File: src/hw/rtl/adx_pkg.sv
// ----------------------------------------------------------------------------
// adx_pkg: shared types and constants of the Art-Net DMX channel extractor
// Holds the status codes, the register indexes, the header constants and
// the word type that the front end hands to the back end.
// ----------------------------------------------------------------------------
package adx_pkg;

  // Header layout and opcodes
  localparam int unsigned POS_W      = 11;
  localparam logic [POS_W-1:0] POS_MAX   = 11'd2047;
  localparam logic [POS_W-1:0] HDR_BYTES = 11'd18;
  localparam logic [POS_W-1:0] POS_OP_LO = 11'd8;
  localparam logic [POS_W-1:0] POS_OP_HI = 11'd9;
  localparam logic [POS_W-1:0] POS_UNIV  = 11'd14;
  localparam logic [POS_W-1:0] POS_LEN_HI = 11'd16;
  localparam logic [POS_W-1:0] POS_LEN_LO = 11'd17;
  localparam logic [15:0] OP_POLL = 16'h2000;
  localparam logic [15:0] OP_DMX  = 16'h5000;

  // Channel index wide enough for the largest channel count (eight)
  localparam int unsigned CH_IDX_W = 3;

  // Queue between front and back end
  localparam int unsigned Q_DEPTH = 4;
  localparam int unsigned Q_PTR_W = 2;

  // Configuration register indexes
  localparam int unsigned CFG_IDX_W  = 2;
  localparam int unsigned CFG_DATA_W = 10;
  typedef enum logic [CFG_IDX_W-1:0] {
    CFG_SUBNET   = 2'd0,
    CFG_UNIVERSE = 2'd1,
    CFG_START    = 2'd2
  } cfg_idx_e;

  // Result status codes
  typedef enum logic [2:0] {
    ST_APPLIED   = 3'd0,
    ST_OTHER_UNI = 3'd1,
    ST_POLL      = 3'd2,
    ST_OTHER_OP  = 3'd3,
    ST_BAD_ID    = 3'd4,
    ST_SHORT     = 3'd5
  } status_e;

  // Word moved from the front end to the back end
  typedef struct packed {
    logic                cap;
    logic [CH_IDX_W-1:0] ch;
    logic [7:0]          data;
    logic                commit;
    status_e             status;
  } adx_word_t;

  // Expected byte of the "Art-Net" id followed by a zero byte
  function automatic logic [7:0] id_byte(input logic [2:0] idx);
    logic [7:0] r;
    case (idx)
      3'd0:    r = 8'h41;
      3'd1:    r = 8'h72;
      3'd2:    r = 8'h74;
      3'd3:    r = 8'h2d;
      3'd4:    r = 8'h4e;
      3'd5:    r = 8'h65;
      3'd6:    r = 8'h74;
      default: r = 8'h00;
    endcase
    return r;
  endfunction

endpackage

File: src/hw/rtl/adx_front.sv
// ----------------------------------------------------------------------------
// adx_front: header parser and byte classifier
// Tracks the byte position, checks the id, gathers the opcode, universe and
// declared length, and turns each byte into a capture and/or commit word.
// ----------------------------------------------------------------------------
module adx_front
  import adx_pkg::*;
#(
  parameter int unsigned CHANNELS = 4
) (
  input  logic            clk_i,
  input  logic            rst_ni,
  input  logic [3:0]      subnet_i,
  input  logic [3:0]      universe_i,
  input  logic [9:0]      start_channel_i,
  input  logic            byte_valid_i,
  output logic            byte_ready_o,
  input  logic [7:0]      pkt_byte_i,
  input  logic            last_byte_i,
  output logic            push_o,
  output adx_word_t       word_o,
  input  logic            full_i
);

  logic [POS_W-1:0] pos_q;
  logic             id_good_q, id_good_d;
  logic [15:0]      opcode_q, opcode_d;
  logic             uni_match_q, uni_match_d;
  logic [15:0]      len_q, len_d;

  logic             accept;
  logic             data_zone;
  logic [POS_W-1:0] data_idx;
  logic [9:0]       first_ch;
  logic [POS_W-1:0] ch_off;
  logic             cap;
  status_e          status;

  assign byte_ready_o = !full_i;
  assign accept       = byte_valid_i && !full_i;

  // Header field updates for the current byte
  always_comb begin
    id_good_d   = id_good_q;
    opcode_d    = opcode_q;
    uni_match_d = uni_match_q;
    len_d       = len_q;
    if (pos_q < POS_OP_LO) begin
      if (pkt_byte_i != id_byte(pos_q[2:0])) id_good_d = 1'b0;
    end
    if (pos_q == POS_OP_LO) opcode_d = {opcode_q[15:8], pkt_byte_i};
    if (pos_q == POS_OP_HI) opcode_d = {pkt_byte_i, opcode_q[7:0]};
    if (pos_q == POS_UNIV)  uni_match_d = (pkt_byte_i == {subnet_i, universe_i});
    if (pos_q == POS_LEN_HI) len_d = {pkt_byte_i, len_q[7:0]};
    if (pos_q == POS_LEN_LO) len_d = {len_q[15:8], pkt_byte_i};
  end

  // Data capture window: inside the declared length and the channel range
  assign data_zone = (pos_q >= HDR_BYTES) && (pos_q != POS_MAX);
  assign data_idx  = pos_q - HDR_BYTES;
  assign first_ch  = (start_channel_i == 10'd0) ? 10'd0 : start_channel_i - 10'd1;
  assign ch_off    = data_idx - {1'b0, first_ch};
  assign cap       = data_zone && (data_idx >= {1'b0, first_ch})
                     && ({5'd0, data_idx} < len_q)
                     && (ch_off < POS_W'(CHANNELS));

  // Packet status, evaluated with this byte's header updates folded in
  always_comb begin
    if (pos_q < POS_OP_HI)          status = ST_SHORT;
    else if (!id_good_d)            status = ST_BAD_ID;
    else if (opcode_d == OP_POLL)   status = ST_POLL;
    else if (opcode_d != OP_DMX)    status = ST_OTHER_OP;
    else if (pos_q < POS_LEN_LO)    status = ST_SHORT;
    else if (!uni_match_d)          status = ST_OTHER_UNI;
    else                            status = ST_APPLIED;
  end

  assign word_o.cap    = cap;
  assign word_o.ch     = ch_off[CH_IDX_W-1:0];
  assign word_o.data   = pkt_byte_i;
  assign word_o.commit = last_byte_i;
  assign word_o.status = status;
  assign push_o        = accept && (cap || last_byte_i);

  // Packet state registers, cleared after the last byte
  always_ff @(posedge clk_i or negedge rst_ni) begin
    if (!rst_ni) begin
      pos_q       <= '0;
      id_good_q   <= 1'b1;
      opcode_q    <= '0;
      uni_match_q <= 1'b0;
      len_q       <= '0;
    end else if (accept) begin
      if (last_byte_i) begin
        pos_q       <= '0;
        id_good_q   <= 1'b1;
        opcode_q    <= '0;
        uni_match_q <= 1'b0;
        len_q       <= '0;
      end else begin
        if (pos_q != POS_MAX) pos_q <= pos_q + POS_W'(1);
        id_good_q   <= id_good_d;
        opcode_q    <= opcode_d;
        uni_match_q <= uni_match_d;
        len_q       <= len_d;
      end
    end
  end

endmodule

File: src/hw/rtl/adx_queue.sv
// ----------------------------------------------------------------------------
// adx_queue: short word queue between front and back end
// A small circular buffer with a fill count; push and pop may happen in the
// same cycle.
// ----------------------------------------------------------------------------
module adx_queue
  import adx_pkg::*;
(
  input  logic      clk_i,
  input  logic      rst_ni,
  input  logic      push_i,
  input  adx_word_t word_i,
  output logic      full_o,
  input  logic      pop_i,
  output adx_word_t word_o,
  output logic      empty_o
);

  adx_word_t          mem_q [Q_DEPTH];
  logic [Q_PTR_W-1:0] wr_ptr_q, rd_ptr_q;
  logic [Q_PTR_W:0]   count_q;

  assign full_o  = (count_q == (Q_PTR_W+1)'(Q_DEPTH));
  assign empty_o = (count_q == '0);
  assign word_o  = mem_q[rd_ptr_q];

  // Storage, no reset needed
  always_ff @(posedge clk_i) begin
    if (push_i) mem_q[wr_ptr_q] <= word_i;
  end

  // Pointers and fill count
  always_ff @(posedge clk_i or negedge rst_ni) begin
    if (!rst_ni) begin
      wr_ptr_q <= '0;
      rd_ptr_q <= '0;
      count_q  <= '0;
    end else begin
      if (push_i) wr_ptr_q <= wr_ptr_q + Q_PTR_W'(1);
      if (pop_i)  rd_ptr_q <= rd_ptr_q + Q_PTR_W'(1);
      if (push_i && !pop_i)      count_q <= count_q + (Q_PTR_W+1)'(1);
      else if (!push_i && pop_i) count_q <= count_q - (Q_PTR_W+1)'(1);
    end
  end

endmodule

File: src/hw/rtl/adx_back.sv
// ----------------------------------------------------------------------------
// adx_back: pending capture, duty commit and result register
// Collects captured channel bytes and, on a commit word, applies them to the
// duty registers and loads the result register.
// ----------------------------------------------------------------------------
module adx_back
  import adx_pkg::*;
#(
  parameter int unsigned CHANNELS = 4
) (
  input  logic        clk_i,
  input  logic        rst_ni,
  input  adx_word_t   word_i,
  input  logic        empty_i,
  output logic        pop_o,
  output logic        res_valid_o,
  input  logic        res_ready_i,
  output status_e     status_o,
  output logic [31:0] duties_o,
  output logic [3:0]  changed_mask_o,
  output logic        start_pwm_o
);

  localparam int unsigned VIS  = (CHANNELS < 4) ? CHANNELS : 4;
  localparam int unsigned CH_W = (CHANNELS > 1) ? $clog2(CHANNELS) : 1;

  logic [7:0]          pend_q [CHANNELS];
  logic [CHANNELS-1:0] pend_valid_q;
  logic [7:0]          duty_q [CHANNELS];
  logic [7:0]          duty_d [CHANNELS];
  logic [CHANNELS-1:0] mask;
  logic [31:0]         packed_duty;
  logic [CH_W-1:0]     ch_sel;

  logic    out_valid_q;
  status_e status_q;
  logic [31:0] duties_q;
  logic [3:0]  mask_q;
  logic        pwm_q;

  logic do_commit;

  // A commit waits for room in the result register; captures never wait
  assign pop_o     = !empty_i && (!word_i.commit || !out_valid_q || res_ready_i);
  assign do_commit = pop_o && word_i.commit;
  assign ch_sel    = word_i.ch[CH_W-1:0];

  // Merge this word's capture and compare against the duty registers
  always_comb begin
    logic       hit;
    logic       eff_valid;
    logic [7:0] eff;
    for (int c = 0; c < CHANNELS; c++) begin
      hit       = word_i.cap && (word_i.ch == CH_IDX_W'(c));
      eff_valid = pend_valid_q[c] || hit;
      eff       = hit ? word_i.data : pend_q[c];
      duty_d[c] = duty_q[c];
      mask[c]   = 1'b0;
      if (word_i.status == ST_APPLIED && eff_valid && eff != duty_q[c]) begin
        duty_d[c] = eff;
        mask[c]   = 1'b1;
      end
    end
  end

  // Only the first four channels are visible in the result
  always_comb begin
    packed_duty = '0;
    for (int c = 0; c < VIS; c++) packed_duty[8*c +: 8] = duty_d[c];
  end

  // Pending bytes, no reset needed
  always_ff @(posedge clk_i) begin
    if (pop_o && word_i.cap) pend_q[ch_sel] <= word_i.data;
  end

  // Pending valid bits and duty registers
  always_ff @(posedge clk_i or negedge rst_ni) begin
    if (!rst_ni) begin
      pend_valid_q <= '0;
      for (int c = 0; c < CHANNELS; c++) duty_q[c] <= '0;
    end else if (do_commit) begin
      pend_valid_q <= '0;
      for (int c = 0; c < CHANNELS; c++) duty_q[c] <= duty_d[c];
    end else if (pop_o && word_i.cap) begin
      pend_valid_q[ch_sel] <= 1'b1;
    end
  end

  // Result register handshake
  always_ff @(posedge clk_i or negedge rst_ni) begin
    if (!rst_ni) begin
      out_valid_q <= 1'b0;
    end else if (do_commit) begin
      out_valid_q <= 1'b1;
    end else if (res_ready_i) begin
      out_valid_q <= 1'b0;
    end
  end

  // Result payload
  always_ff @(posedge clk_i) begin
    if (do_commit) begin
      status_q <= word_i.status;
      duties_q <= packed_duty;
      mask_q   <= 4'(mask);
      pwm_q    <= |mask;
    end
  end

  assign res_valid_o    = out_valid_q;
  assign status_o       = status_q;
  assign duties_o       = duties_q;
  assign changed_mask_o = mask_q;
  assign start_pwm_o    = pwm_q;

endmodule

File: src/hw/rtl/artnet_dmx_channel_extractor.sv
// ----------------------------------------------------------------------------
// artnet_dmx_channel_extractor: Art-Net ArtDmx receiver for a few channels
// Parses an Art-Net payload byte stream, captures the channels selected by
// the start channel and commits them to duty registers at the packet end.
//
//   channel    dir  tdata                                   tuser / tlast
//   s_axis     in   [7:0] pkt_byte                          tlast: last_byte
//   m_axis     out  [31:0] duties [35:32] changed_mask      tuser: [2:0] status
//                   [36] start_pwm, [39:37] zero
//   cfg        in   cfg_idx_i 0 subnet, 1 universe, 2 start_channel
//
// One byte is taken per cycle while the queue has room; the front end
// classifies it in the cycle it arrives and the back end retires one queued
// word per cycle unless a commit waits. With an empty queue, the commit word
// of the last byte is queued, then sets m_axis_tvalid in the result register.
// Reset clears the packet state and the duty registers; no clearing pass.
// A stalled result register stops the queue at its next commit word, and
// s_axis_tready drops only when the four-entry queue is full.
// ----------------------------------------------------------------------------
module artnet_dmx_channel_extractor
  import adx_pkg::*;
#(
  parameter int unsigned CHANNELS = 4
) (
  input  logic                  clk_i,
  input  logic                  rst_ni,
  // Configuration write port
  input  logic                  cfg_we_i,
  input  logic [CFG_IDX_W-1:0]  cfg_idx_i,
  input  logic [CFG_DATA_W-1:0] cfg_data_i,
  // Byte input stream
  input  logic                  s_axis_tvalid,
  output logic                  s_axis_tready,
  input  logic [7:0]            s_axis_tdata,   // [7:0] pkt_byte
  input  logic                  s_axis_tlast,
  // Result stream
  output logic                  m_axis_tvalid,
  input  logic                  m_axis_tready,
  output logic [39:0]           m_axis_tdata,   // [31:0] duties, [35:32] changed_mask,
                                                // [36] start_pwm, [39:37] zero
  output logic [2:0]            m_axis_tuser    // [2:0] status
);

  logic [3:0] subnet_q;
  logic [3:0] universe_q;
  logic [9:0] start_q;

  logic      push, full, pop, empty;
  adx_word_t push_word, head_word;

  status_e     status;
  logic [31:0] duties;
  logic [3:0]  changed_mask;
  logic        start_pwm;

  // Configuration registers
  always_ff @(posedge clk_i or negedge rst_ni) begin
    if (!rst_ni) begin
      subnet_q   <= '0;
      universe_q <= '0;
      start_q    <= 10'd1;
    end else if (cfg_we_i) begin
      case (cfg_idx_i)
        CFG_SUBNET:   subnet_q   <= cfg_data_i[3:0];
        CFG_UNIVERSE: universe_q <= cfg_data_i[3:0];
        CFG_START:    start_q    <= cfg_data_i;
        default:      ;
      endcase
    end
  end

  adx_front #(
    .CHANNELS(CHANNELS)
  ) u_front (
    .clk_i          (clk_i),
    .rst_ni         (rst_ni),
    .subnet_i       (subnet_q),
    .universe_i     (universe_q),
    .start_channel_i(start_q),
    .byte_valid_i   (s_axis_tvalid),
    .byte_ready_o   (s_axis_tready),
    .pkt_byte_i     (s_axis_tdata),
    .last_byte_i    (s_axis_tlast),
    .push_o         (push),
    .word_o         (push_word),
    .full_i         (full)
  );

  adx_queue u_queue (
    .clk_i  (clk_i),
    .rst_ni (rst_ni),
    .push_i (push),
    .word_i (push_word),
    .full_o (full),
    .pop_i  (pop),
    .word_o (head_word),
    .empty_o(empty)
  );

  adx_back #(
    .CHANNELS(CHANNELS)
  ) u_back (
    .clk_i         (clk_i),
    .rst_ni        (rst_ni),
    .word_i        (head_word),
    .empty_i       (empty),
    .pop_o         (pop),
    .res_valid_o   (m_axis_tvalid),
    .res_ready_i   (m_axis_tready),
    .status_o      (status),
    .duties_o      (duties),
    .changed_mask_o(changed_mask),
    .start_pwm_o   (start_pwm)
  );

  // Result packing, lowest field first
  assign m_axis_tdata = {3'd0, start_pwm, changed_mask, duties};
  assign m_axis_tuser = status;

endmodule

File: config.mk
export PLATFORM = sky130hd
export DESIGN_NAME = artnet_dmx_channel_extractor
export DESIGN_NICKNAME = d
export VERILOG_FILES = /design/src/hw/rtl/adx_pkg.sv /design/src/hw/rtl/adx_front.sv /design/src/hw/rtl/adx_queue.sv /design/src/hw/rtl/adx_back.sv /design/src/hw/rtl/artnet_dmx_channel_extractor.sv
export SDC_FILE = /design/constraint.sdc
export NUM_CORES = 1
export LEC_CHECK = 0
export BUFFER_PORTS_ARGS = -buffer_cell sky130_fd_sc_hd__buf_2
export CAP_MARGIN = 20
export CORE_ASPECT_RATIO = 1.2
export CORE_MARGIN = 1
export CORE_UTILIZATION = 45
export DETAILED_ROUTE_END_ITERATION = 8
export REMOVE_ABC_BUFFERS = 1
export SLEW_MARGIN = 30
export SYNTH_ARGS = -nofsm -noshare
export SYNTH_HDL_FRONTEND = slang
export SYNTH_SLANG_ARGS = --single-unit
File: constraint.sdc
create_clock -name clk_i -period 7.46 [get_ports clk_i]
set_input_delay 0.373 -clock clk_i [delete_from_list [all_inputs] [get_ports clk_i]]
set_output_delay 0.373 -clock clk_i [all_outputs]
set_load 0.005 [all_outputs]
# After elaboration in Yosys (flattened, before gate mapping)
# Memories as Yosys holds them, arrays and structs flattened.
# Index checks and enable logic that the tools add are counted.
[word_totals]
memories = 2
input_bits = 26
wordCells = 172
regBits = 147
mem_bits_rw = 96
out_inout_bits = 45
[mem_list]
columns = ["memory", "words", "word_bits", "rd", "rd_ports_with_merged_regs", "write_ports", "line_no", "text"]
rows = [
  ["u_queue.mem_q", 4, 16, 1, 0, 1, "adx_queue.sv:19", "adx_word_t mem_q [Q_DEPTH];"],
  ["u_back.pend_q", 4, 8, 4, 0, 1, "adx_back.sv:27", "logic [7:0] pend_q [CHANNELS];"],
]
[classes]
reduce_logical = 57
n_lt_le_gt_ge = 9
bitwise_logic = 1
n_mux = 46
addsub = 8
n_eq_ne = 27
[op_table]
columns = ["cell", "n"]
rows = [
  ["2-to-1 mux 16 bit", 5],
  ["2-to-1 mux 8 bit", 10],
  ["one-hot mux 7 bit (6 select lines)", 1],
  ["!= test 8 bit", 5],
  ["== test 11 x 4 -> 1 bit, second input constant", 3],
  ["logical AND 1 bit", 24],
  ["== test 11 x 5 -> 1 bit, second input constant", 2],
  ["< comparator 11 x 4 -> 1 bit, second input constant", 2],
  ["2-to-1 mux 11 bit", 2],
  ["2-to-1 mux 3 bit", 7],
  ["2-to-1 mux 1 bit", 17],
  ["== test 16 x 14 -> 1 bit, second input constant", 1],
  ["< comparator 11 x 16 -> 1 bit", 1],
  ["!= test 16 x 15 -> 1 bit, second input constant", 1],
  ["== test 3 x 2 -> 1 bit, second input constant", 4],
  ["== test 3 bit, second input constant", 4],
  ["zero test 3 bit", 4],
  ["nonzero test 2 bit", 6],
  ["adder 11 x 1 -> 11 bit, second input constant", 1],
  ["greater-or-equal comparator 11 x 10 -> 1 bit", 1],
  ["greater-or-equal comparator 11 x 5 -> 1 bit, second input constant", 1],
  ["< comparator 11 x 3 -> 1 bit, second input constant", 1],
  ["< comparator 11 x 5 -> 1 bit, second input constant", 1],
  ["!= test 11 bit, second input constant", 1],
  ["other kinds (25)", 43],
]

# Depth between registers and ports, before layout
[depth]
ltp_word = 12
mapped_depth = 23
depth_no_buf = 22

# By module
# A second synthesis with hierarchy kept.
[hier_totals]
hier_cells = 1001
area_unflattened_um2 = 12625.9
[modules_own_cells]
columns = ["module", "seq_area_each_um2", "area_per_inst_um2", "cells_each", "n_inst"]
rows = [
  ["adx_back", 3088.0, 5323.9, 397, 1],
  ["adx_front", 1127.3, 3787.4, 441, 1],
  ["adx_queue", 2097.0, 2743.9, 118, 1],
  ["artnet_dmx_channel_extractor", 451.7, 770.7, 45, 1],
]

# Worst setup path before layout
# Ideal clock, no wire load.
[synth_path]
kind = "reg-to-reg"
from = "register start_q[0]"
to = "register u_queue.count_q[2]"
arrival_ns = 4.480
path_buffers = 1
path_stages_with_launch = 24
required_ns = 7.381
slack_ns = 2.900
period_less_slack_ns = 4.560
cell_sequence = "dfstp_2 -> inv_1 -> ha_1 -> nand3b_1 -> or3_1 -> clkbuf_1 -> and2_1 -> ha_1 -> inv_1 -> fa_1 -> a21o_1 -> a21oi_1 -> o21ai_0 -> a2111oi_0 -> mux2i_1 -> o22ai_1 -> nand4_1 -> nand2_1 -> ha_1 -> inv_1 -> fa_1 -> xor2_1 -> nor2_1 -> xor2_1"
[synth_between]
elab_chain_cells = 11
word_cells_on_any_way = 16
cone_classes = "add/sub: 2; order compare: 2; mux: 2; reduce/logical: 10"
[synth_lines]
columns = ["element", "line_no", "text"]
rows = [
  ["start: declaration", "artnet_dmx_channel_extractor.sv:46", "logic [9:0] start_q;"],
  ["start signal: assignment", "artnet_dmx_channel_extractor.sv:66", "CFG_START: start_q <= cfg_data_i;"],
  ["subtractor 10 x 1 -> 10 bit / zero test 10 bit (equally long branches)", "adx_front.sv:61", "assign first_ch = (start_channel_i == 10'd0) ? 10'd0 : start_channel_i - 10'd1;"],
  ["2-to-1 mux 10 bit (*)", "adx_front.sv:61", ""],
  ["branches (longest 3 deep; another with subtractor 11 x 10 -> 11 bit)", "n/a", ""],
  ["logical AND 1 bit (*)", "adx_front.sv:65", "&& (ch_off < POS_W'(CHANNELS));"],
  ["logical OR 1 bit (*)", "adx_front.sv:83", "assign push_o = accept && (cap || last_byte_i);"],
  ["logical AND 1 bit (*)", "adx_front.sv:83", ""],
  ["via push", "artnet_dmx_channel_extractor.sv:48", "logic push, full, pop, empty;"],
  ["zero test 1 bit", "adx_queue.sv:42", "else if (!push_i && pop_i) count_q <= count_q - (Q_PTR_W+1)'(1);"],
  ["logical AND 1 bit", "adx_queue.sv:42", ""],
  ["nonzero test 2 bit (no source line)", "n/a", ""],
  ["end signal: assignment", "adx_queue.sv:41", "if (push_i && !pop_i) count_q <= count_q + (Q_PTR_W+1)'(1);"],
  ["end signal: assignment", "adx_queue.sv:42", ""],
  ["end: declaration", "adx_queue.sv:21", "logic [Q_PTR_W:0] count_q;"],
]
# Mark *: on every way through the listed nets, which the timed path passes.
# A chain may end at the register's enable or synchronous reset.

# Final worst setup path
# Ends and elaborated chain as after synthesis.

==> impl_metrics.tcl <==
set metrics [dict create \
    swShare_pct 34.5 \
    synth_area_per_cell_um2 11.9 \
    initial_core_util_pct 45.8 \
    pin_count 71 \
    global_route.peak_usage_layer "met2" \
    yosysUniqueCellTypes 73 \
    vdd_ir_drop_max_v 0.000202 \
    fp.dieH_um 184 \
    grt_pass1_vias 8345 \
    grt_first_pass_wirelength_mm 43.1 \
    clock_path_buffers 3 \
    combined_area_of_the_multi_input_logic_cells_um2 5170 \
    async_flop_share_pct 44.0 \
    timing.setup.critical_path_class "reg -> reg" \
    flow.area_growth_from_synthesis_pct 12.2 \
    synth_warnings 0 \
    powerDensity_nw_per_um2 377 \
    share_seq_of_total_power_pct 40.2 \
    preCtsSetupSlack_ns 2.35 \
    cellInternalPower_uw 3440 \
    routed_via_density 5.60 \
    grt_setup_unrepaired "false" \
    netlist.top_cell.by_area "edfxtp_1" \
    slew_headroom_pct 38.0 \
    timing.critical_path.from "start_q[0]" \
    crit_path_start_kind "flop" \
    row_count 66 \
    grt_util_met2_pct 35.4 \
    slew_viol_final 0 \
    status "completed" \
    worst_slack_ns 2.36 \
    globalRoute.totalOverflow 0 \
    globalRouteTotalUtil_pct 19.2 \
    worstSetupEndpointType "flop" \
    tritoncts_num_sinks 243 \
    fmax_mhz 196 \
    ff_latch_area_um2 6760 \
    diodes 0 \
    proportion_of_netlist_area_held_by_the_largest_area_contributor_pct 32.9 \
    total_leakage_power_uw 0.00564 \
    antenna_violations_before_repair 0 \
    final.fill_count 2395 \
    yosys_reg_bits 243 \
    hold_path.class "in -> reg" \
    layout_worst_path_cycle_share_pct 68.4 \
    synth_edf_count 136 \
    dp_area_um2 13000 \
    grt_start_max_net_pins 69 \
    setup_viol 0 \
    total_die_area_um2 28300 \
    clkPwrFrac_pct 25.6 \
    worst_slew_pin_slew_ns 0.926 \
    cell_area_after_technology_mapping_um2 12400 \
    synth_flop_cell "edfxtp_1" \
    place.detailed.hpwl_mm 18.3 \
    rr_startpoint "start_q[0]" \
    final_design_area_no_fill_um2 13900 \
    insertion_delay_ns 0.53 \
    number_of_hold_slack_violations_in_the_final_timing_report 0 \
    cts_buf_count 26 \
    critPathRequiredTime_ns 7.92 \
    cts_tree "yes" \
    fp.dieW_um 154 \
    start_point_of_the_worst_min_delay_path "cfg_data_i[4]" \
    routed_wl_mm 26.5 \
    route.detailed.wl_per_inst_um 18.2 \
    postCtsSetupBuffers 0 \
    synth-seq-area-share_pct 54.5 \
    detailroute.via_count 8166 \
    worstPathArrival_ns 5.57 \
    drc 0 \
    netlist_top_cells_area "edfxtp_1 33%, dfrtp_1 21%, mux2_2 7.2%" \
    cap_violations 0 \
    share_comb_of_total_power_pct 34.2 \
    drtIter0Drc 338 \
    final_layout_size_suffix_gt1_share_pct 20.6 \
    number_of_search_and_repair_iterations_in_the_first_detailed_routing_pass 7 \
    fp.coreArea_um2 27100 \
    p_sw_uw 1810 \
    cts_htree_levels 1 \
    fraction_of_met1_tracks_used_by_global_routing_pct 22.6 \
    cts.root.buffer_cell "clkbuf_16" \
    place.port_buffers 67 \
    fin_nets 1163 \
    min_tclk_post_route_ns 5.10 \
    cts.clk_slew.worst_paths_ns 0.07 \
    clock-skew-final_ns 0.0194 \
    worstPathMaxFanout 8 \
    met3_track_usage_gr_pct 2.38 \
    place.gp.congestion 0.849 \
    synthesis.instances 1043 \
    final_antenna_net_count 0 \
    setup-tns-final_ns 0 \
]
## worst paths after layout
check	end	slack (ns)	cells past startpoint
min	start_q[4]	0.08	2
min reg2reg	u_queue.count_q[2]	0.49	1
max	u_queue.count_q[2]	2.36	22
max in group asynchronous	u_front.len_q[14]	6.01	3
min in group asynchronous	u_back.duty_q[30]	0.39	2
max reg2reg	u_queue.count_q[2]	2.36	22
## power groups by stage
stage | combinational [µW] | clock (µW) | sequential [µW]
after CTS | 1820 | 1380 | 2120
after global placement | 1780 | 0 | 2130
after detailed placement | 1810 | 0 | 2140
after floorplan | 1240 | 0 | 2130
after global routing | 2010 | 1430 | 2160
final | 1800 | 1340 | 2110
## timing repair
action | 4_1_cts | 5_1_grt
gates resized for setup | 0 | 0
hold endpoints to repair | 39 | 0
setup endpoints to repair | 0 | 0
hold buffers | 1 | 0
## flip-flops by register name (all words and copies together), names as in the netlist
| name | count |
|---|---|
| u_front.uni_match_q | 1 |
| u_back.pend_valid_q | 4 |
| start_q | 10 |
| u_back.duty_q | 32 |
| u_back.pend_q | 32 |
| subnet_q | 4 |
| universe_q | 4 |
| u_back.status_o | 3 |
| u_queue.count_q | 3 |
| u_back.changed_mask_o | 4 |
| u_queue.wr_ptr_q | 2 |
| u_queue.rd_ptr_q | 2 |
| u_back.res_valid_o | 1 |
| u_front.len_q | 16 |
| u_queue.mem_q | 64 |
| u_back.start_pwm_o | 1 |
| u_back.duties_o | 32 |
| u_front.opcode_q | 16 |
| u_front.id_good_q | 1 |
| u_front.pos_q | 11 |
## layout by cell type (no fill, tap or decap), drive strengths merged, types with 30 or more instances in the layout
cell type	instances
a22oi	30
nand2	75
ha	36
nor2	87
edfxtp	136
inv	67
a21oi	47
clkbuf	33
dfrtp	105
buf	73
xor2	36
mux2	80
o21ai	44
## area by class of cell
class / instances / share of cell area [%]
Multi-Input combinational cell: 687 / 37.1
Clock inverter: 15 / 1.26
Timing Repair Buffer: 74 / 2.85
Inverter: 67 / 1.82
Clock buffer: 33 / 5.30
Sequential cell: 243 / 48.6
Tap cell: 340 / 3.06
## cell usage after synthesis (all sizes together), types with 8 or more instances
cell type and n:
inv 67, mux2i 11, nor3 19, xor2 36, ha 36, a21o 9, nor2 87, o21ai 44
edfxtp 136, a22oi 30, nand2 75, and3 9, mux4 16, xnor2 19, clkbuf 30, o22ai 14
buf 18, nor4 8, nand3 18, nand4 13, a22o 11, a21oi 47, mux2 80, dfrtp 105
## worst max-delay path, cell delays in order, from the launching register on
cell	delay, ns
dfstp_2	0.53
inv_1	0.05
ha_1	0.22
nand3b_1	0.16
or3_1	0.26
and2_1	0.16
ha_1	0.15
inv_1	0.05
fa_1	0.40
a21o_1	0.18
a21oi_1	0.25
o21ai_0	0.22
a2111oi_0	0.46
mux2i_1	0.13
o22ai_1	0.33
nand4_1	0.31
nand2_1	0.15
ha_1	0.18
inv_1	0.06
fa_1	0.37
xor2_1	0.17
nor2_1	0.11
xor2_1	0.15
## through the flow
stage	total power, µW	util, %	hold WS [ns]	instances
after floorplan	3370	-	0.0774	997
after global placement	3910	48.0	0.415	1410
after detailed placement	3950	48.0	0.409	1410
after CTS	5310	51.4	0.0631	1459
after global routing	5600	51.4	0.0725	1459
final	5250	51.4	0.0824	1459
## routing by layer
| layer | wire length [µm] | vias to the layer above |
|---|---|---|
| met1 | 10900 | 3992 |
| met3 | 959 | 57 |
| li1 | - | 3943 |
| met2 | 13700 | 174 |
| met5 | 0 | - |
| met4 | 905 | 0 |
## cell families after synthesis
family,after synthesis,share of synthesized area [%]
flip-flops,243,54.5
AO/OA/AOI/OAI,205,11.3
other,1,0.0302
buffers and inverters,115,3.91
XOR/XNOR,55,3.88
multiplexers,107,11.0
adder cells (fa/ha/maj),38,3.95
AND/OR/NAND/NOR,279,11.4
Power figures use the tool's default switching activity.
